<file path="src/sv/adsr_envelope_per_note_defines.svh">
// Assertion macros shared by the envelope engine.
// Each macro checks on the rising edge of clk and is disabled while rst_n is low.
`ifndef ADSR_ENVELOPE_PER_NOTE_DEFINES_SVH
`define ADSR_ENVELOPE_PER_NOTE_DEFINES_SVH

`ifndef SYNTHESIS
`define ADSR_ASSERT_IMP(label, ante, cons, msg) \
    label: assert property (@(posedge clk) disable iff (!rst_n) (ante) |-> (cons)) \
        else $error(msg);
`define ADSR_ASSERT_NXT(label, ante, cons, msg) \
    label: assert property (@(posedge clk) disable iff (!rst_n) (ante) |=> (cons)) \
        else $error(msg);
`else
`define ADSR_ASSERT_IMP(label, ante, cons, msg)
`define ADSR_ASSERT_NXT(label, ante, cons, msg)
`endif

`endif

</file>
<file path="src/sv/adsr_env_pkg.sv">
`timescale 1ns / 1ps

package adsr_env_pkg;

    localparam int DIV_BITS  = 16;
    localparam int LVL_W     = 16;
    localparam int NOTE_W    = 7;
    localparam int ACT_W     = 3;
    localparam int CFG_IDX_W = 3;
    localparam int CFG_W     = 16;

    typedef enum logic [1:0] {
        PH_ATTACK  = 2'd0,
        PH_DECAY   = 2'd1,
        PH_SUSTAIN = 2'd2,
        PH_RELEASE = 2'd3
    } phase_t;

    typedef enum logic [ACT_W-1:0] {
        ACT_PRESS    = 3'd0,
        ACT_HOLD     = 3'd1,
        ACT_RELEASE  = 3'd2,
        ACT_STILL    = 3'd3,
        ACT_IDLE     = 3'd4
    } action_t;

    typedef enum logic [CFG_IDX_W-1:0] {
        REG_PEAK     = 3'd0,
        REG_ATTACK   = 3'd1,
        REG_DECAY    = 3'd2,
        REG_SUSTAIN  = 3'd3,
        REG_RELEASE  = 3'd4
    } cfg_idx_t;

    localparam logic [CFG_W-1:0] PEAK_RESET     = 16'd32768;
    localparam logic [CFG_W-1:0] LEN_RESET      = 16'd1;
    localparam logic [CFG_W-1:0] SUS_FRAC_RESET = 16'd65535;

    // One entry of the per-note store.
    typedef struct packed {
        phase_t             phase;
        logic [LVL_W-1:0]   lvl;
        logic [LVL_W-1:0]   rp;
    } ent_t;

    localparam ent_t ENT_RESET = '{phase: PH_RELEASE, lvl: '0, rp: '0};

    typedef struct packed {
        logic [CFG_W-1:0] peak;
        logic [CFG_W-1:0] attack_len;
        logic [CFG_W-1:0] decay_len;
        logic [CFG_W-1:0] sus_frac;
        logic [CFG_W-1:0] rel_len;
    } cfg_t;

    // Item context carried down the pipeline.
    typedef struct packed {
        logic [NOTE_W-1:0] note;
        logic [ACT_W-1:0]  act;
        logic              rdy;
        logic              inr;
        ent_t              ent;
    } ctx_t;

    // Restoring divider state.
    typedef struct packed {
        logic [DIV_BITS-1:0] dvd;
        logic [DIV_BITS-1:0] dvs;
        logic [DIV_BITS-1:0] rem;
        logic [DIV_BITS-1:0] quo;
    } div_t;

    typedef struct packed {
        logic             we;
        ent_t             ent;
        logic [LVL_W-1:0] level;
        logic             done;
    } upd_t;

    // One quotient bit of a restoring division.
    function automatic div_t div_step(div_t d);
        logic [DIV_BITS:0] trial;
        logic [DIV_BITS:0] diff;
        div_t              r;
        r     = d;
        trial = {d.rem, d.dvd[DIV_BITS-1]};
        diff  = trial - {1'b0, d.dvs};
        r.dvd = {d.dvd[DIV_BITS-2:0], 1'b0};
        if (trial >= {1'b0, d.dvs})
        begin
            r.rem = diff[DIV_BITS-1:0];
            r.quo = {d.quo[DIV_BITS-2:0], 1'b1};
        end
        else
        begin
            r.rem = trial[DIV_BITS-1:0];
            r.quo = {d.quo[DIV_BITS-2:0], 1'b0};
        end
        return r;
    endfunction

endpackage

</file>
<file path="src/sv/adsr_env_mem.sv">
`timescale 1ns / 1ps

// Per-note state memory with a registered read and a clearing
// sweep after reset.
module adsr_env_mem #(
    parameter int NOTES = 128
) (
    input  logic                clk,
    input  logic                rst_n,
    input  logic                rd_en,
    input  logic [((NOTES > 1) ? $clog2(NOTES) : 1)-1:0] rd_addr,
    output adsr_env_pkg::ent_t  rd_data,
    input  logic                wr_en,
    input  logic [((NOTES > 1) ? $clog2(NOTES) : 1)-1:0] wr_addr,
    input  adsr_env_pkg::ent_t  wr_data,
    output logic                clearing
);

    localparam int AW = (NOTES > 1) ? $clog2(NOTES) : 1;

    adsr_env_pkg::ent_t mem [NOTES];
    adsr_env_pkg::ent_t rd_data_reg;
    logic [AW-1:0]      clr_cnt_reg;
    logic [AW-1:0]      clr_cnt_next;
    logic               clr_busy_reg;
    logic               clr_busy_next;

    always_comb
    begin
        clr_cnt_next  = clr_cnt_reg;
        clr_busy_next = clr_busy_reg;
        if (clr_busy_reg)
        begin
            if (clr_cnt_reg == AW'(NOTES - 1))
            begin
                clr_busy_next = 1'b0;
            end
            else
            begin
                clr_cnt_next = clr_cnt_reg + AW'(1);
            end
        end
    end

    always_ff @(posedge clk or negedge rst_n)
    begin
        if (!rst_n)
        begin
            clr_cnt_reg  <= '0;
            clr_busy_reg <= 1'b1;
        end
        else
        begin
            clr_cnt_reg  <= clr_cnt_next;
            clr_busy_reg <= clr_busy_next;
        end
    end

    always_ff @(posedge clk)
    begin
        if (clr_busy_reg)
        begin
            mem[clr_cnt_reg] <= adsr_env_pkg::ENT_RESET;
        end
        else if (wr_en)
        begin
            mem[wr_addr] <= wr_data;
        end
        if (rd_en)
        begin
            rd_data_reg <= mem[rd_addr];
        end
    end

    assign rd_data  = rd_data_reg;
    assign clearing = clr_busy_reg;

endmodule

</file>
<file path="config.mk">
export PLATFORM = sky130hd
export DESIGN_NAME = adsr_env_mem
export DESIGN_NICKNAME = d
export VERILOG_FILES = /design/src/sv/adsr_envelope_per_note_defines.svh /design/src/sv/adsr_env_pkg.sv /design/src/sv/adsr_env_mem.sv
export SDC_FILE = /design/constraint.sdc
export NUM_CORES = 2
export LEC_CHECK = 0
export ABC_AREA = 1
export BUFFER_PORTS_ARGS = -buffer_cell sky130_fd_sc_hd__buf_2
export CAP_MARGIN = 20
export CORE_ASPECT_RATIO = 1.75
export CORE_MARGIN = 8
export CORE_UTILIZATION = 50
export CTS_BUF_LIST = sky130_fd_sc_hd__clkbuf_8 sky130_fd_sc_hd__clkbuf_16
export DETAILED_ROUTE_END_ITERATION = 16
export PLACE_DENSITY_LB_ADDON = 0.15
export SETUP_SLACK_MARGIN = 0.5
export SKIP_CTS_REPAIR_TIMING = 1
export SYNTH_ARGS = -nofsm -noshare
export SYNTH_HDL_FRONTEND = slang
export SYNTH_MEMORY_MAX_BITS = 65536
export SYNTH_SLANG_ARGS = --single-unit
</file>
<file path="constraint.sdc">
create_clock -name clk -period 4.4 [get_ports clk]
set_clock_uncertainty 0.1 [all_clocks]
set_input_delay 0.66 -clock clk [delete_from_list [all_inputs] [get_ports clk]]
set_output_delay 0.66 -clock clk [all_outputs]
set_load 0.05 [all_outputs]
</file>
==> summary.txt <==
STA
  • Setup violations, final: 0
  • Final Hold Fails: 0
  • PnR worst setup slack: 0.785 ns
  • Setup TNS: 0 ns
  • Fin crit period: 3.61 ns
  • Worst-Margin Slew: 1.26 ns
  • Worst rel slew slack: 0.158
  • RSZ-0062 raised after global routing: false
  • Tcrit/Tclk final: 0.822
  • Fmax achieved: 277 MHz
  • Pins Over Slew Limit: 0

Pwr
  • Net Sw Frac: 0.231
  • Overall power: 86100 µW
  • Comb power frac: 0.068
  • Clock group share of total power: 0.395
  • Pwr per Cell Area: 435 nW/µm²
  • Register share of total power: 0.537
  • Int Power: 66200 µW
  • Switch Pwr: 19900 µW
  • Peak supply drop: 0.367 mV
  • Static leakage: 0.0706 µW

Routing
  • Routed wire length per instance: 29.0 µm
  • Routed wire length: 562000 µm
  • Detailed Route Iter0 Violations: 14100
  • First-pass DRT Iterations: 6
  • Vias: 117000
  • Vias per cell: 6.05
  • Detail Route Antenna Nets: 0
  • DRC viols: 0

Die
  • Die H: 801 µm
  • Row cnt: 288
  • Die footprint: 372000 µm²
  • Starting Density: 0.502
  • Area of the core: 351000 µm²
  • Top-Level Pins: 87
  • Die width: 464 µm

Clock network
  • CTS H-tree depth: 5
  • CTS tree: done
  • CTS Root Cell: clkbuf_16
  • Later-pin clock latency in the skew report: 0.96 ns
  • CTS max path bufs: 4
  • Clock buffer count from CTS: 389
  • Clk slew on worst S/H paths: 0.06 ns
  • Clock Sinks: 4394

Final layout
  • Layout fillers: 28200
  • Most frequent cells in the layout: nand2_1, edfxtp_1, nand3_1
  • Area growth from synthesis to layout: 12.7%
  • FF/Latch Area: 132000 µm²
  • Finished Layout Cells: 19400
  • Final net count: 14400
  • Max reg flops: 4352
  • Most common cell after layout, fill and taps aside: nand2_1
  • Area of the multi-input gates: 40200 µm²
  • Layout cells sized above 1: 0.0934

Synth
  • Share of async-settable or async-resettable flops after synthesis: 0.00182
  • Syn Area/Cell: 12.3 µm²
  • Ys flop type: edfxtp_1
  • Register area share after synthesis: 0.750
  • Syn Nets: 14400
  • Number of synthesized flops with an enable pin: 4386
  • Cell Area, Synth: 176000 µm²
  • Warnings, synthesis: 0
  • Library cells used by synthesis: 33
  • Mapped Cells: 14300
  • Post-synthesis sequential element count: 4394

Flow run
  • # Max-Cap Violations: 0

Global routing
  • Largest net degree at the start of global routing: 205
  • First-pass GRT wire length: 805000 µm
  • Initial antenna violation count: 34
  • Number of global-route vias before repair: 115000
  • Remaining global-route overflow: 0
  • Total GRT Usage: 0.294

Place
  • HPWL Detailed: 323000 µm
  • Setup WS pre-CTS: 0.00758 ns
  • IO buf count: 86
  • Placed Cells: 18600
  • GP Congestion: 0.906

Critical path
  • Cell family contributing the most delay on the critical path: simple AND/OR/NAND/NOR gates
  • Startpoint Class: input pin
  • Crit path kind: input pin to flip-flop
  • CP Max Fanout: 85
  • CP max stage delay: 0.61 ns
  • Worst path arrival time: 4.31 ns
  • Critical Path Sink Type: flip-flop
  • Crit path cell chain: buf_12, buf_12, buf_12, buf_4, nand2_1, nand3_1, nand3_1, nand3_1, nand3_1, nand3_1, nand3_1, nand2_1
  • Max stage delay cell, worst path: nand3_1
  • CP dominant cell by count: nand3_1
  • CP required: 5.10 ns
  • Bufs and invs on worst path: 4

Worst hold path
  • Hold crit path type: input pin to async pin

Status
  • Status: finished clean
logic make-up (layout without fill, tap and decap cells):
family                     Yosys count  count (layout)  share of synthesized area
DFF                               4394            4394                      0.750
AOI/OAI and AO/OA                   10              10                   0.000455
adders and majority gates            1               1                  0.0000711
other                                0              13                          0
and+or+nand+nor                   8895            8895                      0.221
xor gates and xnor gates             4               4                   0.000199
buffers and inverters             1035            1395                     0.0283
final cells by class:
cell class / instances / share of cell area
inverter: 67 / 0.00161
multi-input combinational: 8910 / 0.203
tap: 4640 / 0.0293
timing repair buffer: 633 / 0.0375
sequential: 4394 / 0.666
clock buffer: 396 / 0.0500
antenna: 13 / 0.000164
clock inverter: 299 / 0.0129
power by group through the flow:
| stage | logic (µW) | clock network [µW] | registers, µW |
|---|---|---|---|
| 3_5_place_dp | 5800 | 0 | 47100 |
| 5_1_grt | 6180 | 35800 | 46200 |
| 2_1_floorplan | 2960 | 0 | 47300 |
| 6_report | 5870 | 34000 | 46200 |
| 4_1_cts | 5820 | 34400 | 46200 |
| 3_3_place_gp | 5740 | 0 | 47100 |
path summary, 6_finish.rpt:
path / startpoint / end / slack, ns / cells after the start
setup / recovery: rd_addr[0] / rd_data[21]$_DFFE_PP_ / 0.79 / 12
hold / removal: rst_n / clr_cnt_reg[6]$_DFFE_PN0P_ / 0.03 / 2
setup reg to reg: clearing$_DFF_PN1_ / mem[62][21]$_DFFE_PP_ / 1.07 / 10
hold reg to reg: clr_cnt_reg[6]$_DFFE_PN0P_ / clearing$_DFF_PN1_ / 0.45 / 1
max in group asynchronous: rst_n / clearing$_DFF_PN1_ / 3.92 / 2
min in group clk: wr_data[25] / mem[78][25]$_DFFE_PP_ / 0.08 / 3
synth_stat cells (2+ instances only):
master | instances | area share
nand2_1 | 4423 | 0.094
edfxtp_1 | 4386 | 0.75
nand3_1 | 4286 | 0.12
buf_2 | 660 | 0.019
nor2_1 | 165 | 0.0035
clkbuf_1 | 147 | 0.0031
buf_1 | 108 | 0.0023
inv_1 | 55 | 0.0012
buf_4 | 41 | 0.0018
buf_6 | 11 | 0.00070
dfrtp_1 | 7 | 0.0010
inv_2 | 6 | 0.00013
nor3_2 | 6 | 0.00034
o21ai_2 | 5 | 0.00025
nor2_2 | 4 | 0.00014
clkinv_1 | 3 | 0.000064
nor3_1 | 3 | 0.000085
inv_4 | 2 | 0.000071
nor2_4 | 2 | 0.00013
o21ai_0 | 2 | 0.000057
or2_1 | 2 | 0.000071
or2_2 | 2 | 0.000071
xnor2_1 | 2 | 0.00010
xor2_1 | 2 | 0.00010
layer usage:
metal	routed length, µm	part of all wire	up-vias	track usage
li1	-	-	51400	-
met1	201000	0.36	58600	0.362
met2	269000	0.48	5885	0.483
met3	46500	0.083	1238	0.0419
met4	45900	0.082	14	0.197
met5	92	0.00016	-	0
per-stage QoR:
step / hold WS [ns] / utilization / area [µm²]
final: 0.0334 / 0.565 / 198000
after global routing: 0.0305 / 0.565 / 198000
after CTS: -0.582 / 0.565 / 198000
after detailed placement: 0.416 / 0.529 / 186000
after global placement: 0.410 / 0.529 / 186000
after floorplan: 0.264 / - / 176000
(Power assumes the default switching activity.)
