## src/sv/adsr_envelope_per_note_defines.svh

```systemverilog
// Assertion macros shared by the envelope engine.
// Each macro checks on the rising edge of clk and is disabled while rst_n is low.
`ifndef ADSR_ENVELOPE_PER_NOTE_DEFINES_SVH
`define ADSR_ENVELOPE_PER_NOTE_DEFINES_SVH

`ifndef SYNTHESIS
`define ADSR_ASSERT_IMP(label, ante, cons, msg) \
    label: assert property (@(posedge clk) disable iff (!rst_n) (ante) |-> (cons)) \
        else $error(msg);
`define ADSR_ASSERT_NXT(label, ante, cons, msg) \
    label: assert property (@(posedge clk) disable iff (!rst_n) (ante) |=> (cons)) \
        else $error(msg);
`else
`define ADSR_ASSERT_IMP(label, ante, cons, msg)
`define ADSR_ASSERT_NXT(label, ante, cons, msg)
`endif

`endif

```

## src/sv/adsr_env_pkg.sv

```systemverilog
`timescale 1ns / 1ps

package adsr_env_pkg;

    localparam int DIV_BITS  = 16;
    localparam int LVL_W     = 16;
    localparam int NOTE_W    = 7;
    localparam int ACT_W     = 3;
    localparam int CFG_IDX_W = 3;
    localparam int CFG_W     = 16;

    typedef enum logic [1:0] {
        PH_ATTACK  = 2'd0,
        PH_DECAY   = 2'd1,
        PH_SUSTAIN = 2'd2,
        PH_RELEASE = 2'd3
    } phase_t;

    typedef enum logic [ACT_W-1:0] {
        ACT_PRESS    = 3'd0,
        ACT_HOLD     = 3'd1,
        ACT_RELEASE  = 3'd2,
        ACT_STILL    = 3'd3,
        ACT_IDLE     = 3'd4
    } action_t;

    typedef enum logic [CFG_IDX_W-1:0] {
        REG_PEAK     = 3'd0,
        REG_ATTACK   = 3'd1,
        REG_DECAY    = 3'd2,
        REG_SUSTAIN  = 3'd3,
        REG_RELEASE  = 3'd4
    } cfg_idx_t;

    localparam logic [CFG_W-1:0] PEAK_RESET     = 16'd32768;
    localparam logic [CFG_W-1:0] LEN_RESET      = 16'd1;
    localparam logic [CFG_W-1:0] SUS_FRAC_RESET = 16'd65535;

    // One entry of the per-note store.
    typedef struct packed {
        phase_t             phase;
        logic [LVL_W-1:0]   lvl;
        logic [LVL_W-1:0]   rp;
    } ent_t;

    localparam ent_t ENT_RESET = '{phase: PH_RELEASE, lvl: '0, rp: '0};

    typedef struct packed {
        logic [CFG_W-1:0] peak;
        logic [CFG_W-1:0] attack_len;
        logic [CFG_W-1:0] decay_len;
        logic [CFG_W-1:0] sus_frac;
        logic [CFG_W-1:0] rel_len;
    } cfg_t;

    // Item context carried down the pipeline.
    typedef struct packed {
        logic [NOTE_W-1:0] note;
        logic [ACT_W-1:0]  act;
        logic              rdy;
        logic              inr;
        ent_t              ent;
    } ctx_t;

    // Restoring divider state.
    typedef struct packed {
        logic [DIV_BITS-1:0] dvd;
        logic [DIV_BITS-1:0] dvs;
        logic [DIV_BITS-1:0] rem;
        logic [DIV_BITS-1:0] quo;
    } div_t;

    typedef struct packed {
        logic             we;
        ent_t             ent;
        logic [LVL_W-1:0] level;
        logic             done;
    } upd_t;

    // One quotient bit of a restoring division.
    function automatic div_t div_step(div_t d);
        logic [DIV_BITS:0] trial;
        logic [DIV_BITS:0] diff;
        div_t              r;
        r     = d;
        trial = {d.rem, d.dvd[DIV_BITS-1]};
        diff  = trial - {1'b0, d.dvs};
        r.dvd = {d.dvd[DIV_BITS-2:0], 1'b0};
        if (trial >= {1'b0, d.dvs})
        begin
            r.rem = diff[DIV_BITS-1:0];
            r.quo = {d.quo[DIV_BITS-2:0], 1'b1};
        end
        else
        begin
            r.rem = trial[DIV_BITS-1:0];
            r.quo = {d.quo[DIV_BITS-2:0], 1'b0};
        end
        return r;
    endfunction

endpackage

```

## src/sv/adsr_env_div.sv

```systemverilog
`timescale 1ns / 1ps

// Pipelined restoring divider, one quotient bit per stage, carrying the
// item context alongside. All stages move together when adv is high.
module adsr_env_div (
    input  logic                clk,
    input  logic                rst_n,
    input  logic                adv,
    input  logic                in_vld,
    input  adsr_env_pkg::ctx_t  in_ctx,
    input  adsr_env_pkg::div_t  in_div,
    output logic [adsr_env_pkg::DIV_BITS-1:0] stage_valid,
    output logic [adsr_env_pkg::NOTE_W-1:0]   stage_note [adsr_env_pkg::DIV_BITS],
    output logic                out_vld,
    output adsr_env_pkg::ctx_t  out_ctx,
    output logic [adsr_env_pkg::DIV_BITS-1:0] out_quo
);

    localparam int N = adsr_env_pkg::DIV_BITS;

    adsr_env_pkg::ctx_t ctx_reg [N];
    adsr_env_pkg::div_t div_reg [N];
    logic [N-1:0]       valid_reg;

    always_ff @(posedge clk or negedge rst_n)
    begin
        if (!rst_n)
        begin
            valid_reg <= '0;
        end
        else if (adv)
        begin
            valid_reg <= {valid_reg[N-2:0], in_vld};
        end
    end

    always_ff @(posedge clk)
    begin
        if (adv)
        begin
            ctx_reg[0] <= in_ctx;
            div_reg[0] <= adsr_env_pkg::div_step(in_div);
            for (int k = 1; k < N; k++)
            begin
                ctx_reg[k] <= ctx_reg[k-1];
                div_reg[k] <= adsr_env_pkg::div_step(div_reg[k-1]);
            end
        end
    end

    always_comb
    begin
        for (int k = 0; k < N; k++)
        begin
            stage_note[k] = ctx_reg[k].note;
        end
    end

    assign stage_valid = valid_reg;
    assign out_vld     = valid_reg[N-1];
    assign out_ctx     = ctx_reg[N-1];
    assign out_quo     = div_reg[N-1].quo;

endmodule

```

## config.mk

```make
export PLATFORM = sky130hd
export DESIGN_NAME = adsr_env_div
export DESIGN_NICKNAME = d
export VERILOG_FILES = /design/src/sv/adsr_envelope_per_note_defines.svh /design/src/sv/adsr_env_pkg.sv /design/src/sv/adsr_env_div.sv
export SDC_FILE = /design/constraint.sdc
export NUM_CORES = 2
export LEC_CHECK = 0
export BUFFER_PORTS_ARGS = -buffer_cell sky130_fd_sc_hd__buf_4
export CAP_MARGIN = 20
export CORE_ASPECT_RATIO = 0.75
export CORE_MARGIN = 3
export CORE_UTILIZATION = 45
export CTS_CLUSTER_DIAMETER = 200
export DETAILED_ROUTE_END_ITERATION = 8
export HOLD_SLACK_MARGIN = 0.05
export REMOVE_ABC_BUFFERS = 1
export SLEW_MARGIN = 20
export SYNTH_ARGS = -nofsm -noshare
export SYNTH_HDL_FRONTEND = slang
export SYNTH_SLANG_ARGS = --single-unit
export TNS_END_PERCENT = 30
```

## constraint.sdc

```tcl
create_clock -name clk -period 3.59 [get_ports clk]
set_input_delay 0.1795 -clock clk [delete_from_list [all_inputs] [get_ports clk]]
set_output_delay 0.1795 -clock clk [all_outputs]
set_load 0.02 [all_outputs]
```

==> impl_metrics.py <==
metrics = {
    "sta": {
        "setup_viol": 0,
        "finalSetupTns_ns": 0,
        "timing.final.crit_share_pct": 91.9,
        "worstMarginPinSlew_ns": 0.786,
        "setup_ws_ns": 0.290,
        "skew_ns": 0.0419,
        "slew_headroom_pct": 47.6,
        "min_period_ns": 3.30,
        "fmax_ghz": 0.303,
        "hold_viol": 0,
        "whs_ns": 0.125,
        "rsz0062_at_grt": "false",
        "drv_slew": 0,
    },
    "power_and_ir_drop": {
        "total_power_uw": 53800,
        "net-switching-power_uw": 15800,
        "p_sw_share_pct": 29.5,
        "p_leak_uw": 0.0271,
        "combPwrFrac_pct": 27.6,
        "peakVddDrop_mv": 0.448,
        "intPower_uw": 37900,
        "power_density_nw_per_um2": 759,
        "p_seq_share_pct": 44.3,
        "clkPwrFrac_pct": 28.1,
    },
    "grt": {
        "antenna_found_initial": 1,
        "grt_pass1_vias": 30545,
        "grt_max_degree": 119,
        "grt_usage_pct": 14.5,
        "grt_pass1_wl_um": 164000,
        "grt-ovfl-total": 0,
    },
    "critical_path": {
        "start_kind": "primary input",
        "worstPathRequired_ns": 4.10,
        "critical_path_class": "primary input to register",
        "cpPeakStageDelay_ns": 0.55,
        "end_kind": "register",
        "worstPathArrival_ns": 3.81,
        "path_cells": "dlygate4sd3_1 -> buf_4 -> inv_1 -> ha_1 -> nor2b_1 -> o211ai_1 -> and3_1 -> o31ai_1 -> o311a_1 -> o21a_1 -> buf_12 -> mux2_2 -> dlygate4sd3_1",
        "critPathMaxFanout": 18,
        "cpMostUsedCell": "dlygate4sd3_1",
        "crit_path_top_delay_cell": "dlygate4sd3_1",
        "reg2reg_depth": 11,
    },
    "clock_tree": {
        "cts_max_level": 4,
        "numCtsBuffers": 148,
        "clockBufferDepth": 3,
        "cts.repair.resized": 0,
        "cts.sinks": 1488,
        "root_buffer": "clkbuf_16",
        "cts.clk_slew.worst_paths_ns": 0.06,
        "clock_latency_ns": 0.77,
        "cts_tree": "built",
    },
    "detailed_routing": {
        "drtPass1Iterations": 5,
        "wl_um": 101000,
        "viasPerCell": 4.99,
        "first_iter_violations": 1992,
        "drc_errors": 0,
        "avgRoutedWirePerCell_um": 16.4,
        "vias": 30821,
        "drt.antenna.violating_nets": 0,
    },
    "floorplanning": {
        "io_pins": 305,
        "die_h_um": 326,
        "die-width_um": 432,
        "dieArea_um2": 141000,
        "core.rowCount": 116,
        "core_um2": 134000,
        "initial_utilization_pct": 45.6,
    },
    "synthesis": {
        "synthesis.area_um2": 61300,
        "ys_warn_count": 0,
        "netlist.area_leader.share_pct": 72.1,
        "synth_flop_cell": "edfxtp_1",
        "yosys.area.top_type": "edfxtp_1",
        "yosys_register_bits": 1488,
        "async_flop_share_pct": 1.08,
        "synth_edf_count": 1472,
        "syn_area_per_cell_um2": 15.7,
        "synthTopCellsByArea": "edfxtp_1 72%, ha_1 5.2%, mux2_2 2.2%",
        "seq_area_frac_synth_pct": 72.8,
        "synth.distinct_cells": 85,
        "syn_inst": 3894,
    },
    "place": {
        "port_buffers": 288,
        "routabilityCongestion": 0.861,
        "place_ws_ns": 0.428,
        "dp_hpwl_um": 68000,
    },
    "min_path": {
        "whs_path_depth": 2,
        "hp-class": "primary input to register",
    },
    "cells_and_area": {
        "areaGrowthSynthToFinish_pct": 15.6,
        "final-seq-area_um2": 44600,
        "fillers": 10801,
        "fin_nets": 4673,
        "layout-drive-gt1-share_pct": 16.2,
        "multi_input_area_um2": 13900,
    },
    "run": {
        "maxCapViolCount": 0,
    },
    "status": {
        "status": "finished clean",
    },
}
## worst paths after layout
path	start	to	slack [ns]
max	in_div[33]	div_reg[0][22]$_DFFE_PP_	0.29
min	in_ctx[3]	ctx_reg[0][3]$_DFFE_PP_	0.13
max reg2reg	div_reg[0][411]$_DFFE_PP_	div_reg[0][457]$_DFFE_PP_	0.42
min reg2reg	ctx_reg[1][111]$_DFFE_PP_	ctx_reg[1][157]$_DFFE_PP_	0.41
max in group asynchronous	rst_n	stage_valid[9]$_DFFE_PN0P_	2.61
min in group asynchronous	rst_n	stage_valid[10]$_DFFE_PN0P_	0.53
## critical path, delay by kind of cell
family / cells / cell delay (ns)
and+or+nand+nor: 2 / 0.37
adders and majority gates: 1 / 0.27
AOI/OAI and AO/OA: 4 / 1.20
muxes: 1 / 0.34
buffers and inverters: 5 / 1.43
## cell usage in the layout, fill, tap and decap left out, types with 9 or more instances in the layout
cell	count
a21oi_1	185
dfrtp_1	16
mux2_1	11
nor4_1	13
edfxtp_1	1472
and3_1	19
dlygate4sd3_1	119
a21o_1	86
o21ai_0	176
clkbuf_16	150
o21bai_1	10
a31oi_1	20
a211oi_1	18
o31ai_1	19
o211ai_1	12
mux2i_1	21
a311oi_1	9
nand2b_1	26
a41o_1	11
buf_12	16
xnor2_1	90
o21a_1	39
ha_1	256
fa_1	15
a211o_1	10
mux2_2	120
clkinv_2	22
nand3_1	38
buf_4	335
nand2_1	181
xor2_1	74
clkinv_1	26
bufinv_16	11
nor2_1	157
clkbuf_1	35
nor3_1	25
inv_1	325
nand4_1	27
nor2b_1	52
o31a_1	10
## cell type report
class,count,area share [%]
tap,1770,3.13
antenna,1,0.00353
sequential,1488,63.0
clock buffer,187,5.52
inverter,326,1.73
multi-input combinational,1853,19.6
timing repair buffer,471,5.72
clock inverter,80,1.30
## routing by layer
metal	vias up	share of wire (%)	routed length (um)	track usage, %
met2	622	44	44900	21.7
met4	0	3.0	3010	5.18
li1	15191	-	-	-
met1	14795	48	48400	20.7
met3	213	5.0	5070	3.38
met5	-	0	0	0
## cell usage after synthesis, types with 12 or more instances
master / count
clkbuf_1: 23
xor2_1: 74
nor2_1: 157
o21a_1: 39
buf_2: 21
edfxtp_1: 1472
buf_4: 177
dfrtp_1: 16
nor3_1: 25
o211ai_1: 12
mux2_2: 120
nor2b_1: 52
and3_1: 19
ha_1: 256
nand4_1: 27
mux2i_1: 21
fa_1: 15
inv_1: 325
a21o_1: 86
a21oi_1: 186
nand2_1: 181
nor4_1: 13
xnor2_1: 90
nand3_1: 38
nand2b_1: 26
a211oi_1: 18
o21ai_0: 176
o31ai_1: 19
a31oi_1: 21
## stage by stage
stage / instances / util, % / area, um2
floorplan: 3667 / - / 59700
global placement: 5789 / 48.3 / 64800
detailed placement: 5789 / 48.3 / 64800
CTS: 6175 / 52.7 / 70800
global route: 6175 / 52.7 / 70800
finish: 6176 / 52.7 / 70800
## logic make-up (layout without fill, tap and decap cells)
group	after synthesis	after routing	synth area share (%)
other	0	1	0
xor gates and xnor gates	164	164	2.34
muxes	159	159	2.92
and+or+nand+nor	579	579	4.52
buffers and inverters	553	1064	4.59
adders and majority gates	271	271	5.72
DFF	1488	1488	72.8
AOI/OAI and AO/OA	680	680	7.12
## power by group through the flow
stage	Combinational (uW)	Sequential, uW	Clock (uW)
floorplan	10700	23800	0
global placement	14500	24200	0
detailed placement	14600	24200	0
CTS	14900	23800	15700
global route	16600	24100	16400
finish	14800	23800	15100
## timing repair
action / 4_1_cts / 5_1_grt
hold buffers: 119 / 0
setup buffers: 0 / 0
endpoints found under the hold margin: 193 / 0
(Power assumes the default switching activity.)
