--- src/sv/adsr_envelope_per_note_defines.svh ---
// Assertion macros shared by the envelope engine.
// Each macro checks on the rising edge of clk and is disabled while rst_n is low.
`ifndef ADSR_ENVELOPE_PER_NOTE_DEFINES_SVH
`define ADSR_ENVELOPE_PER_NOTE_DEFINES_SVH

`ifndef SYNTHESIS
`define ADSR_ASSERT_IMP(label, ante, cons, msg) \
    label: assert property (@(posedge clk) disable iff (!rst_n) (ante) |-> (cons)) \
        else $error(msg);
`define ADSR_ASSERT_NXT(label, ante, cons, msg) \
    label: assert property (@(posedge clk) disable iff (!rst_n) (ante) |=> (cons)) \
        else $error(msg);
`else
`define ADSR_ASSERT_IMP(label, ante, cons, msg)
`define ADSR_ASSERT_NXT(label, ante, cons, msg)
`endif

`endif

--- src/sv/adsr_env_pkg.sv ---
`timescale 1ns / 1ps

package adsr_env_pkg;

    localparam int DIV_BITS  = 16;
    localparam int LVL_W     = 16;
    localparam int NOTE_W    = 7;
    localparam int ACT_W     = 3;
    localparam int CFG_IDX_W = 3;
    localparam int CFG_W     = 16;

    typedef enum logic [1:0] {
        PH_ATTACK  = 2'd0,
        PH_DECAY   = 2'd1,
        PH_SUSTAIN = 2'd2,
        PH_RELEASE = 2'd3
    } phase_t;

    typedef enum logic [ACT_W-1:0] {
        ACT_PRESS    = 3'd0,
        ACT_HOLD     = 3'd1,
        ACT_RELEASE  = 3'd2,
        ACT_STILL    = 3'd3,
        ACT_IDLE     = 3'd4
    } action_t;

    typedef enum logic [CFG_IDX_W-1:0] {
        REG_PEAK     = 3'd0,
        REG_ATTACK   = 3'd1,
        REG_DECAY    = 3'd2,
        REG_SUSTAIN  = 3'd3,
        REG_RELEASE  = 3'd4
    } cfg_idx_t;

    localparam logic [CFG_W-1:0] PEAK_RESET     = 16'd32768;
    localparam logic [CFG_W-1:0] LEN_RESET      = 16'd1;
    localparam logic [CFG_W-1:0] SUS_FRAC_RESET = 16'd65535;

    // One entry of the per-note store.
    typedef struct packed {
        phase_t             phase;
        logic [LVL_W-1:0]   lvl;
        logic [LVL_W-1:0]   rp;
    } ent_t;

    localparam ent_t ENT_RESET = '{phase: PH_RELEASE, lvl: '0, rp: '0};

    typedef struct packed {
        logic [CFG_W-1:0] peak;
        logic [CFG_W-1:0] attack_len;
        logic [CFG_W-1:0] decay_len;
        logic [CFG_W-1:0] sus_frac;
        logic [CFG_W-1:0] rel_len;
    } cfg_t;

    // Item context carried down the pipeline.
    typedef struct packed {
        logic [NOTE_W-1:0] note;
        logic [ACT_W-1:0]  act;
        logic              rdy;
        logic              inr;
        ent_t              ent;
    } ctx_t;

    // Restoring divider state.
    typedef struct packed {
        logic [DIV_BITS-1:0] dvd;
        logic [DIV_BITS-1:0] dvs;
        logic [DIV_BITS-1:0] rem;
        logic [DIV_BITS-1:0] quo;
    } div_t;

    typedef struct packed {
        logic             we;
        ent_t             ent;
        logic [LVL_W-1:0] level;
        logic             done;
    } upd_t;

    // One quotient bit of a restoring division.
    function automatic div_t div_step(div_t d);
        logic [DIV_BITS:0] trial;
        logic [DIV_BITS:0] diff;
        div_t              r;
        r     = d;
        trial = {d.rem, d.dvd[DIV_BITS-1]};
        diff  = trial - {1'b0, d.dvs};
        r.dvd = {d.dvd[DIV_BITS-2:0], 1'b0};
        if (trial >= {1'b0, d.dvs})
        begin
            r.rem = diff[DIV_BITS-1:0];
            r.quo = {d.quo[DIV_BITS-2:0], 1'b1};
        end
        else
        begin
            r.rem = trial[DIV_BITS-1:0];
            r.quo = {d.quo[DIV_BITS-2:0], 1'b0};
        end
        return r;
    endfunction

endpackage

--- src/sv/adsr_env_upd.sv ---
`timescale 1ns / 1ps

// Envelope update: turns the stored entry, the key event and the ramp step
// into the new entry and the result word.
module adsr_env_upd (
    input  adsr_env_pkg::ctx_t                ctx,
    input  logic [adsr_env_pkg::DIV_BITS-1:0] quo,
    input  adsr_env_pkg::cfg_t                cfg,
    input  logic [adsr_env_pkg::LVL_W-1:0]    sus,
    output adsr_env_pkg::upd_t                res
);

    localparam int W = adsr_env_pkg::LVL_W;

    logic [W-1:0]       amt_dec;
    logic [W-1:0]       step_att;
    logic [W-1:0]       step_dec;
    logic [W-1:0]       step_rel;
    logic [W:0]         sum_att;
    logic [W:0]         lim_dec;
    adsr_env_pkg::ent_t nx;
    logic               done;

    always_comb
    begin
        amt_dec  = cfg.peak - sus;
        // A step that truncates to zero is raised to one so no ramp stalls.
        step_att = (quo == '0 && cfg.peak != '0) ? W'(1) : quo;
        step_dec = (quo == '0 && amt_dec != '0) ? W'(1) : quo;
        step_rel = (quo == '0) ? W'(1) : quo;
        sum_att  = {1'b0, ctx.ent.lvl} + {1'b0, step_att};
        lim_dec  = {1'b0, sus} + {1'b0, step_dec};
        nx       = ctx.ent;
        done     = 1'b0;
        if (!ctx.rdy)
        begin
            nx.phase = adsr_env_pkg::PH_RELEASE;
            nx.lvl   = '0;
        end
        else
        begin
            unique case (ctx.act)
                adsr_env_pkg::ACT_PRESS:
                begin
                    nx.phase = adsr_env_pkg::PH_ATTACK;
                    nx.lvl   = step_att;
                end
                adsr_env_pkg::ACT_HOLD:
                begin
                    unique case (ctx.ent.phase)
                        adsr_env_pkg::PH_ATTACK:
                        begin
                            if (sum_att >= {1'b0, cfg.peak})
                            begin
                                nx.lvl   = cfg.peak;
                                nx.phase = adsr_env_pkg::PH_DECAY;
                            end
                            else
                            begin
                                nx.lvl = sum_att[W-1:0];
                            end
                        end
                        adsr_env_pkg::PH_DECAY:
                        begin
                            if ({1'b0, ctx.ent.lvl} <= lim_dec)
                            begin
                                nx.lvl   = sus;
                                nx.phase = adsr_env_pkg::PH_SUSTAIN;
                            end
                            else
                            begin
                                nx.lvl = ctx.ent.lvl - step_dec;
                            end
                        end
                        adsr_env_pkg::PH_SUSTAIN,
                        adsr_env_pkg::PH_RELEASE:
                        begin
                            nx.lvl   = sus;
                            nx.phase = adsr_env_pkg::PH_SUSTAIN;
                        end
                    endcase
                end
                adsr_env_pkg::ACT_RELEASE:
                begin
                    nx.phase = adsr_env_pkg::PH_RELEASE;
                    nx.rp    = ctx.ent.lvl;
                end
                adsr_env_pkg::ACT_STILL:
                begin
                    if (ctx.ent.lvl != '0)
                    begin
                        nx.lvl = (ctx.ent.lvl > step_rel) ? ctx.ent.lvl - step_rel : '0;
                    end
                    else
                    begin
                        done   = 1'b1;
                        nx.lvl = '0;
                        nx.rp  = '0;
                    end
                end
                adsr_env_pkg::ACT_IDLE:
                begin
                    nx.lvl = '0;
                end
                default:
                begin
                    nx = ctx.ent;
                end
            endcase
        end
        res.we    = ctx.inr;
        res.ent   = nx;
        res.level = ctx.inr ? nx.lvl : '0;
        res.done  = ctx.inr & done;
    end

endmodule

--- config.mk ---
export PLATFORM = sky130hd
export DESIGN_NAME = adsr_env_upd
export DESIGN_NICKNAME = d
export VERILOG_FILES = /design/src/sv/adsr_envelope_per_note_defines.svh /design/src/sv/adsr_env_pkg.sv /design/src/sv/adsr_env_upd.sv
export SDC_FILE = /design/constraint.sdc
export NUM_CORES = 1
export LEC_CHECK = 0
export BUFFER_PORTS_ARGS = -buffer_cell sky130_fd_sc_hd__buf_2
export CAP_MARGIN = 20
export CORE_ASPECT_RATIO = 1.2
export CORE_MARGIN = 2
export CORE_UTILIZATION = 53
export DETAILED_ROUTE_END_ITERATION = 8
export PLACE_DENSITY = 0.93
export SLEW_MARGIN = 20
export SYNTH_ARGS = -nofsm -noshare
export SYNTH_HDL_FRONTEND = slang
export SYNTH_SLANG_ARGS = --single-unit
--- constraint.sdc ---
create_clock -name vclk -period 8.6
set_input_delay 0.86 -clock vclk [all_inputs]
set_output_delay 0.86 -clock vclk [all_outputs]
set_load 0.01 [all_outputs]
==> results.cfg, run 1 <==
[finish]
clock_buffer_count = 0
design.seq.count = 0
post_route_cell_area_um2 = 6604
diodes = 0
areaGrowthSynthToFinish_pct = 12.87
sequential_cell_area_um2 = 0
filler_cell_count = 1017
finish.net_count = 1222
final_layout_size_suffix_gt1_share_pct = 18.14

[synth]
synth.yosys.seq_area_share_pct = 0
synth.avg_cell_area_um2 = 6.843
synth_commonest_cells = ha_1, inv_1, a21oi_1
mappedNetlistNets = 1127
ys_top_cells_by_area = ha_1, a21oi_1, inv_1
synth_largest_type_area_fraction_pct = 23.52
post_syn_area_um2 = 5851
yosysTopAreaCell = ha_1
post_synth_num_cell_types = 71
synthCells = 855
yosysWarnings = 0
post-synth-top-count-cell = ha_1

[placed_design]
detailed_place.area_um2 = 6551
gpl.final_weighted_congestion = 1.004
place_worst_setup_slack_ps = 93.65
dp_wirelength_mm = 16.88
numPortBuffers = 139

[worst_setup_path]
end_kind = primary output
critPathMaxFanout = 7
setup.worst_path.class = primary input to primary output
crit_path_end = res[7]
required_ps = 7740
critPathSlowestCell = nor4_2
timing.critical_path.from = sus[1]
timing.critical_path.from_type = primary input
arrival_ps = 7450
cpPeakStageDelay_ps = 430

[sta]
drv_slew = 0
finalSetupViolCount = 0
post_layout_min_period_ps = 8306
worstMarginPinSlew_ps = 768.2
holdWs_ps = 2007
fin_ws_ps = 293.7
number_of_endpoints_with_negative_hold_slack_in_the_final_report = 0
fmax_mhz = 120.4
max_slew_margin_pct = 47.77
fin_crit_sh_pct = 96.59

[drt]
route.detailed.vias_per_inst = 6.633
wl_per_cell_um = 18.70
detail_route.wirelength_mm = 20.19
remaining_drc_errors = 0
initialDrtViolationCount = 707
detailroute.via_count = 7164
detail-route-antenna-nets = 0
detail_route.first_pass.iterations = 6

[power]
power-per-cell-area_nw_per_um2 = 82.17
worst_ir_drop_vdd_uv = 45.94
finalPower_mw = 0.5426
p_leak_nw = 3.289

[job]
cap_viol_max_count = 0

[floorplanning]
die-width_um = 99.91
top_level_ports = 210
placement_rows = 42
design.core.area_um2 = 10880
chip_height_um = 119.1
dieArea_um2 = 11900
starting_density_of_the_core_pct = 53.78

[global_routing]
grt_start_max_net_pins = 18
globalRouteTotalUtil_pct = 31.89
grt_pass1_vias = 6592
grt_pass1_wl_mm = 31.00
grt_remaining_overflow = 0
antenna_violations_before_repair = 0

[clock_tree]
ctsResizeCount = 0
cts_setup_buffers = 0
post_cts_hold_buffer_count = 0

[outcome]
run_status = finished clean

[worst_hold_path]
timing.hold.worst.class = primary input to primary output
[worst min-delay path by stage]
stage | start | slack [ps] | cells after the start | endpoint
detailed placement | ctx[34] | 2000 | 2 | res[51]
global placement | ctx[34] | 2000 | 2 | res[51]
finish | ctx[34] | 2010 | 2 | res[51]
floorplan | ctx[34] | 1810 | 1 | res[51]
CTS | ctx[34] | 2000 | 2 | res[51]
global route | ctx[34] | 2010 | 2 | res[51]
[cell families (layout without fill, tap and decap cells)]
| logic type | count (synthesis) | in the layout | synth area share [%] |
|---|---|---|---|
| simple gates | 252 | 252 | 21.88 |
| compound gates | 289 | 289 | 34.62 |
| buf+inv | 138 | 231 | 9.174 |
| mux | 5 | 5 | 0.8982 |
| fa+ha+maj | 114 | 114 | 24.89 |
| xor+xnor | 57 | 57 | 8.533 |
[power by group]
part / total (mW) / leakage, nW / switching [mW] / internal (mW)
Sequential: 0 / 0 / 0 / 0
Clock: 0 / 0 / 0 / 0
Combinational: 0.543 / 3.29 / 0.318 / 0.224
Total: 0.543 / 3.29 / 0.318 / 0.224
[critical path: cells and delay by family]
kind                     cells  cell delay (ps)
XOR/XNOR                     1              120
buffers and inverters        3              390
adder cells (fa/ha/maj)      3              860
AND/OR/NAND/NOR              7             1140
AO/OA/AOI/OAI               18             4050
[layout by cell type (no fill, tap or decap), types with 8 or more instances in the layout]
cell type	count
buf_2	139
ha_1	110
inv_1	85
a21oi_1	72
nor2_1	68
o21ai_0	43
nand2_1	37
xnor2_1	35
nor3_1	32
o21a_1	22
a21o_1	22
xor2_1	22
nand3_1	19
a22o_1	16
nor4_1	15
nor2b_1	14
nand2b_1	14
a31oi_1	13
a211oi_1	12
nand4_1	11
a221o_1	9
o2111ai_1	8
or3_1	8
a221oi_1	8
[through the flow]
step / TNS, ps / util (%) / cells
after floorplan: 0 / - / 855
after global placement: 0 / 60.23 / 1080
after detailed placement: 0 / 60.23 / 1080
after CTS: 0 / 60.23 / 1080
after global routing: -858.2 / 60.71 / 1080
final: 0 / 60.71 / 1080
[cell type report]
cell class | instances | area, µm² | share of cell area, %
Tap cell | 132 | 165.2 | 2.501
Multi-Input combinational cell | 717 | 5371 | 81.34
Inverter | 85 | 319.1 | 4.831
Timing Repair Buffer | 146 | 748.2 | 11.33
[layer usage]
layer  up-vias  part of all wire, %  global-route usage (%)  routed length (µm)
met4         0                  5.4                   13.87                1088
met2       429                   46                   55.62                9261
met5         -                    0                       0                   0
met3        94                  9.9                   2.700                1999
li1       3377                    -                       -                   -
met1      3264                   39                   39.61                7843
(Power assumes the default switching activity.)
==> inputs of run 2 (changes only) <==
--- a/config.mk
+++ b/config.mk
@@ -11,7 +11,7 @@
 export CORE_MARGIN = 2
 export CORE_UTILIZATION = 53
 export DETAILED_ROUTE_END_ITERATION = 8
-export PLACE_DENSITY = 0.93
+export PLACE_DENSITY = 0.88
 export SLEW_MARGIN = 20
 export SYNTH_ARGS = -nofsm -noshare
 export SYNTH_HDL_FRONTEND = slang
==> run 2 against run 1 <==
  * Utilization is 0.057 points lower
  * Highest routed layer unchanged
  * Critical path depth stayed put
  * Die area stayed put
  * Maximum frequency is 1.5% higher
  * Critical path type unchanged
==> results.cfg, run 2 (synthesis results as in run 1) <==
[worst_setup_path]
setup.worst_path.class = primary input to primary output
crit_path_end = res[8]
required_ps = 7740
timing.critical_path.from = sus[1]
arrival_ps = 7320
critPathSlowestCell = a221oi_1
cpPeakStageDelay_ps = 380
timing.critical_path.from_type = primary input
end_kind = primary output
critPathMaxFanout = 7

[sta]
accumulated_negative_setup_slack_ps = 0
worstMarginPinSlew_ps = 784.5
setup_repair_after_global_routing_missed_its_margin = no
holdWs_ps = 2004
fin_crit_sh_pct = 95.13
post_layout_min_period_ps = 8181
max_slew_margin_pct = 46.67
fmax_mhz = 122.2
number_of_endpoints_with_negative_hold_slack_in_the_final_report = 0
finalSetupViolCount = 0
drv_slew = 0

[power]
clockPowerShare_pct = 0
p_leak_nw = 3.281
p_int_mw = 0.2244
worst_ir_drop_vdd_uv = 49.79
combinationalPowerShare_pct = 100.0
switchingPower_mw = 0.3234
pwr-share-seq_pct = 0
finalPower_mw = 0.5479
power-per-cell-area_nw_per_um2 = 83.04
power_switching_share_pct = 59.03

[global_routing]
grt_remaining_overflow = 0
globalRouteTotalUtil_pct = 32.78
antenna_violations_before_repair = 0
grt_start_max_net_pins = 18
grt_pass1_vias = 6562
grt_pass1_wl_mm = 31.84

[placed_design]
dp_wirelength_mm = 17.11
numPortBuffers = 139
gpl.final_weighted_congestion = 1.004
place_inst = 1079

[floorplanning]
chip_height_um = 119.1
design.core.area_um2 = 10880
dieArea_um2 = 11900
starting_density_of_the_core_pct = 53.78
placement_rows = 42
top_level_ports = 210
die-width_um = 99.91

[finish]
filler_cell_count = 1026
clock_buffer_count = 0
finish.net_count = 1221
final_cell_count_no_fill = 1079
layout_commonest_cell = buf_2
diodes = 0
finish.utilization_pct = 60.65
multiInputGateArea_um2 = 5373
final_layout_size_suffix_gt1_share_pct = 17.95
commonest_cells_after_routing_fill_and_taps_aside = buf_2, ha_1, inv_1
areaGrowthSynthToFinish_pct = 12.77
design.seq.count = 0
sequential_cell_area_um2 = 0

[drt]
initialDrtViolationCount = 652
detail_route.first_pass.iterations = 5
route.detailed.vias_per_inst = 6.663
detail-route-antenna-nets = 0
detailroute.via_count = 7189
wl_per_cell_um = 19.14
detail_route.wirelength_mm = 20.66
remaining_drc_errors = 0

[clock_tree]
post_cts_hold_buffer_count = 0
cts_setup_buffers = 0

[worst_hold_path]
hold_path.startpoint = ctx[34]
timing.hold.worst.class = primary input to primary output

[job]
cap_viol_max_count = 0

[outcome]
run_status = finished clean
[run 2: cell count changes in the layout (fill, tap and decap cells not counted)]
cell	delta
and3_1	-1
a41oi_2	-1
a41oi_1	+1
a21oi_2	-1
nor3_4	+1
a21oi_4	+1
buf_4	-1
o21ai_0	-1
nor3_2	-1
o31ai_1	+2
and3_2	+1
o21ai_2	+1
o31ai_2	-2
[run 2: stage by stage]
| stage | worst slack, ps | area, µm² |
|---|---|---|
| floorplan | 1224 | 5851 |
| global placement | 295.9 | 6544 |
| detailed placement | 241.6 | 6544 |
| CTS | 220.5 | 6544 |
| global route | 21.87 | 6598 |
| finish | 418.5 | 6598 |
[run 2: layout make-up]
| class | count | area share [%] |
|---|---|---|
| Inverter | 85 | 4.836 |
| Multi-Input combinational cell | 717 | 81.43 |
| Tap cell | 132 | 2.503 |
| Timing Repair Buffer | 145 | 11.23 |
[run 2: worst min-delay path by stage]
stage | end | slack [ps] | depth (start not counted)
3_3_place_gp | res[51] | 1990 | 2
4_1_cts | res[51] | 2000 | 2
3_5_place_dp | res[51] | 2000 | 2
5_1_grt | res[51] | 2010 | 2
6_report | res[51] | 2000 | 2
2_1_floorplan | res[51] | 1810 | 1
[run 2: worst max-delay path, delay by kind of cell]
family                     cells  cell delay [ps]
AOI/OAI and AO/OA             16             3730
xor gates and xnor gates       1              100
adders and majority gates      4             1070
buffers and inverters          5              640
and+or+nand+nor                6              900
[run 2: timing repair]
item	4_1_cts	5_1_grt
resized for setup	0	13
hold endpoints to repair	0	0
endpoints found under the setup margin	0	34
[run 2: power groups by stage]
stage	clock network, mW	logic (mW)	registers (mW)
5_1_grt	0	0.598	0
6_report	0	0.548	0
3_3_place_gp	0	0.508	0
3_5_place_dp	0	0.522	0
2_1_floorplan	0	0.376	0
4_1_cts	0	0.525	0
[run 2: routing by layer]
layer	global-route usage, %	vias up	wire, µm
met5	0	-	0
met4	14.21	0	980
met3	4.636	98	2364
met2	56.29	498	9585
met1	40.35	3222	7726
li1	-	3371	-
==> inputs of run 3 (changes only) <==
--- a/config.mk
+++ b/config.mk
@@ -5,13 +5,13 @@
 export SDC_FILE = /design/constraint.sdc
 export NUM_CORES = 1
 export LEC_CHECK = 0
-export BUFFER_PORTS_ARGS = -buffer_cell sky130_fd_sc_hd__buf_2
 export CAP_MARGIN = 20
 export CORE_ASPECT_RATIO = 1.2
 export CORE_MARGIN = 2
-export CORE_UTILIZATION = 53
+export CORE_UTILIZATION = 55
 export DETAILED_ROUTE_END_ITERATION = 8
-export PLACE_DENSITY = 0.88
+export DONT_BUFFER_PORTS = 1
+export PLACE_DENSITY = 0.74
 export SLEW_MARGIN = 20
 export SYNTH_ARGS = -nofsm -noshare
 export SYNTH_HDL_FRONTEND = slang
==> run 3 against run 2 <==
  * Die area is 3.5% lower
  * Total power decreased by 12%
  * First-iteration DRC count fell by 37%
  * Design area shrank 10%
  * Final cell count down 13%
  * Global-route usage increased by 2.0 points
  * Critical path type unchanged
  * Worst setup slack better by 82 ps
  * Wire length up 2.1%
  * Sequential share of layout area stayed put
  * Count of clock-buffer cells in the layout stayed put
  * Maximum frequency is 1.0% higher
  * Combinational power is 12% lower
==> results.cfg, run 3 (synthesis results as in run 1) <==
[power]
p_leak_nw = 2.718
worst_ir_drop_vdd_uv = 41.65
power_switching_share_pct = 58.09
power-per-cell-area_nw_per_um2 = 81.55
clockPowerShare_pct = 0
switchingPower_mw = 0.2812
pwr-share-seq_pct = 0
combinationalPowerShare_pct = 100.0
p_int_mw = 0.2029

[finish]
final_layout_size_suffix_gt1_share_pct = 4.686
clock_buffer_count = 0
finish.net_count = 1085
layout_commonest_cell = ha_1
finish.utilization_pct = 56.72
areaGrowthSynthToFinish_pct = 1.454
sequential_cell_area_um2 = 0
filler_cell_count = 1063
commonest_cells_after_routing_fill_and_taps_aside = ha_1, inv_1, a21oi_1
design.seq.count = 0
diodes = 0

[worst_setup_path]
timing.critical_path.from_type = primary input
arrival_ps = 7240
critPathSlowestCell = a2111oi_1
cpPeakStageDelay_ps = 590
setup.worst_path.class = primary input to primary output
required_ps = 7740
critPathMaxFanout = 3
end_kind = primary output

[sta]
max_slew_margin_pct = 16.70
number_of_endpoints_with_negative_hold_slack_in_the_final_report = 0
drv_slew = 0
accumulated_negative_setup_slack_ps = 0
fin_crit_sh_pct = 94.18
fmax_mhz = 123.5
post_layout_min_period_ps = 8100
finalSetupViolCount = 0
worstMarginPinSlew_ps = 1215

[drt]
detail_route.first_pass.iterations = 5
detailroute.via_count = 6609
initialDrtViolationCount = 408
detail-route-antenna-nets = 0
remaining_drc_errors = 0
detail_route.wirelength_mm = 21.09
route.detailed.vias_per_inst = 7.031
wl_per_cell_um = 22.43

[floorplanning]
design.core.area_um2 = 10470
die-width_um = 98.15
chip_height_um = 117.0
top_level_ports = 210
placement_rows = 41
starting_density_of_the_core_pct = 55.91
dieArea_um2 = 11480

[placed_design]
dp_wirelength_mm = 17.82
gpl.final_weighted_congestion = 1.031
numPortBuffers = 0

[global_routing]
grt_pass1_vias = 6281
globalRouteTotalUtil_pct = 34.81
grt_remaining_overflow = 0
grt_start_max_net_pins = 18
antenna_violations_before_repair = 0
grt_pass1_wl_mm = 32.04

[clock_tree]
cts_setup_buffers = 0

[worst_hold_path]
timing.hold.worst.class = primary input to primary output

[outcome]
run_status = finished clean

[job]
cap_viol_max_count = 0
run 3: cell count changes in the layout (fill, tap and decap cells not counted), moves of 2 or more:
cell | before | now
buf_2 | 139 | 0
buf_4 | 6 | 9
nor3_2 | 1 | 4
a21oi_2 | 0 | 2
a311oi_1 | 2 | 0
a311oi_2 | 0 | 2
nor3_1 | 32 | 30
run 3: final cells by class:
type	instances	area (µm²)	area share (%)
well taps	129	161.4	2.719
inverters	85	319.1	5.375
repair buffers	9	67.56	1.138
multi-input cells	717	5388	90.77
run 3: worst max-delay path, delay by kind of cell:
| family | cells | cell delay (ps) |
|---|---|---|
| AO/OA/AOI/OAI | 18 | 4300 |
| XOR/XNOR | 1 | 110 |
| adder cells (fa/ha/maj) | 3 | 830 |
| buffers and inverters | 1 | 120 |
| AND/OR/NAND/NOR | 6 | 1000 |
run 3: layer usage:
layer | GRT usage, % | share of wire, % | vias up
met5 | 0 | 0 | -
met4 | 9.406 | 3.1 | 0
met3 | 4.810 | 8.9 | 58
met2 | 64.61 | 48 | 350
met1 | 42.42 | 40 | 3108
li1 | - | - | 3093
run 3: power by group through the flow:
stage               clock (mW)  combinational, mW  sequential (mW)
floorplan                    0              0.376                0
global placement             0              0.452                0
detailed placement           0              0.465                0
CTS                          0              0.468                0
global route                 0              0.535                0
finish                       0              0.484                0
run 3: per-stage QoR:
step / area, µm² / power (mW) / setup slack (ps) / hold slack [ps] / cells
finish: 5936 / 0.4841 / 500.5 / 1720 / 940
detailed placement: 5867 / 0.4654 / 163.2 / 1720 / 940
global route: 5936 / 0.5352 / -15.70 / 1720 / 940
CTS: 5867 / 0.4682 / 134.8 / 1720 / 940
floorplan: 5851 / 0.3761 / 1224 / 1812 / 855
global placement: 5867 / 0.4516 / 174.5 / 1720 / 940
run 3: worst paths after layout:
check | startpoint | endpoint | slack, ps | depth (start not counted)
setup / recovery | sus[1] | res[16] | 500 | 29
hold / removal | ctx[34] | res[51] | 1720 | 0
run 3: repair_timing:
action                     in CTS  in global routing
setup endpoints to repair       0                 33
resized for setup               0                 15
hold buffers                    0                  0
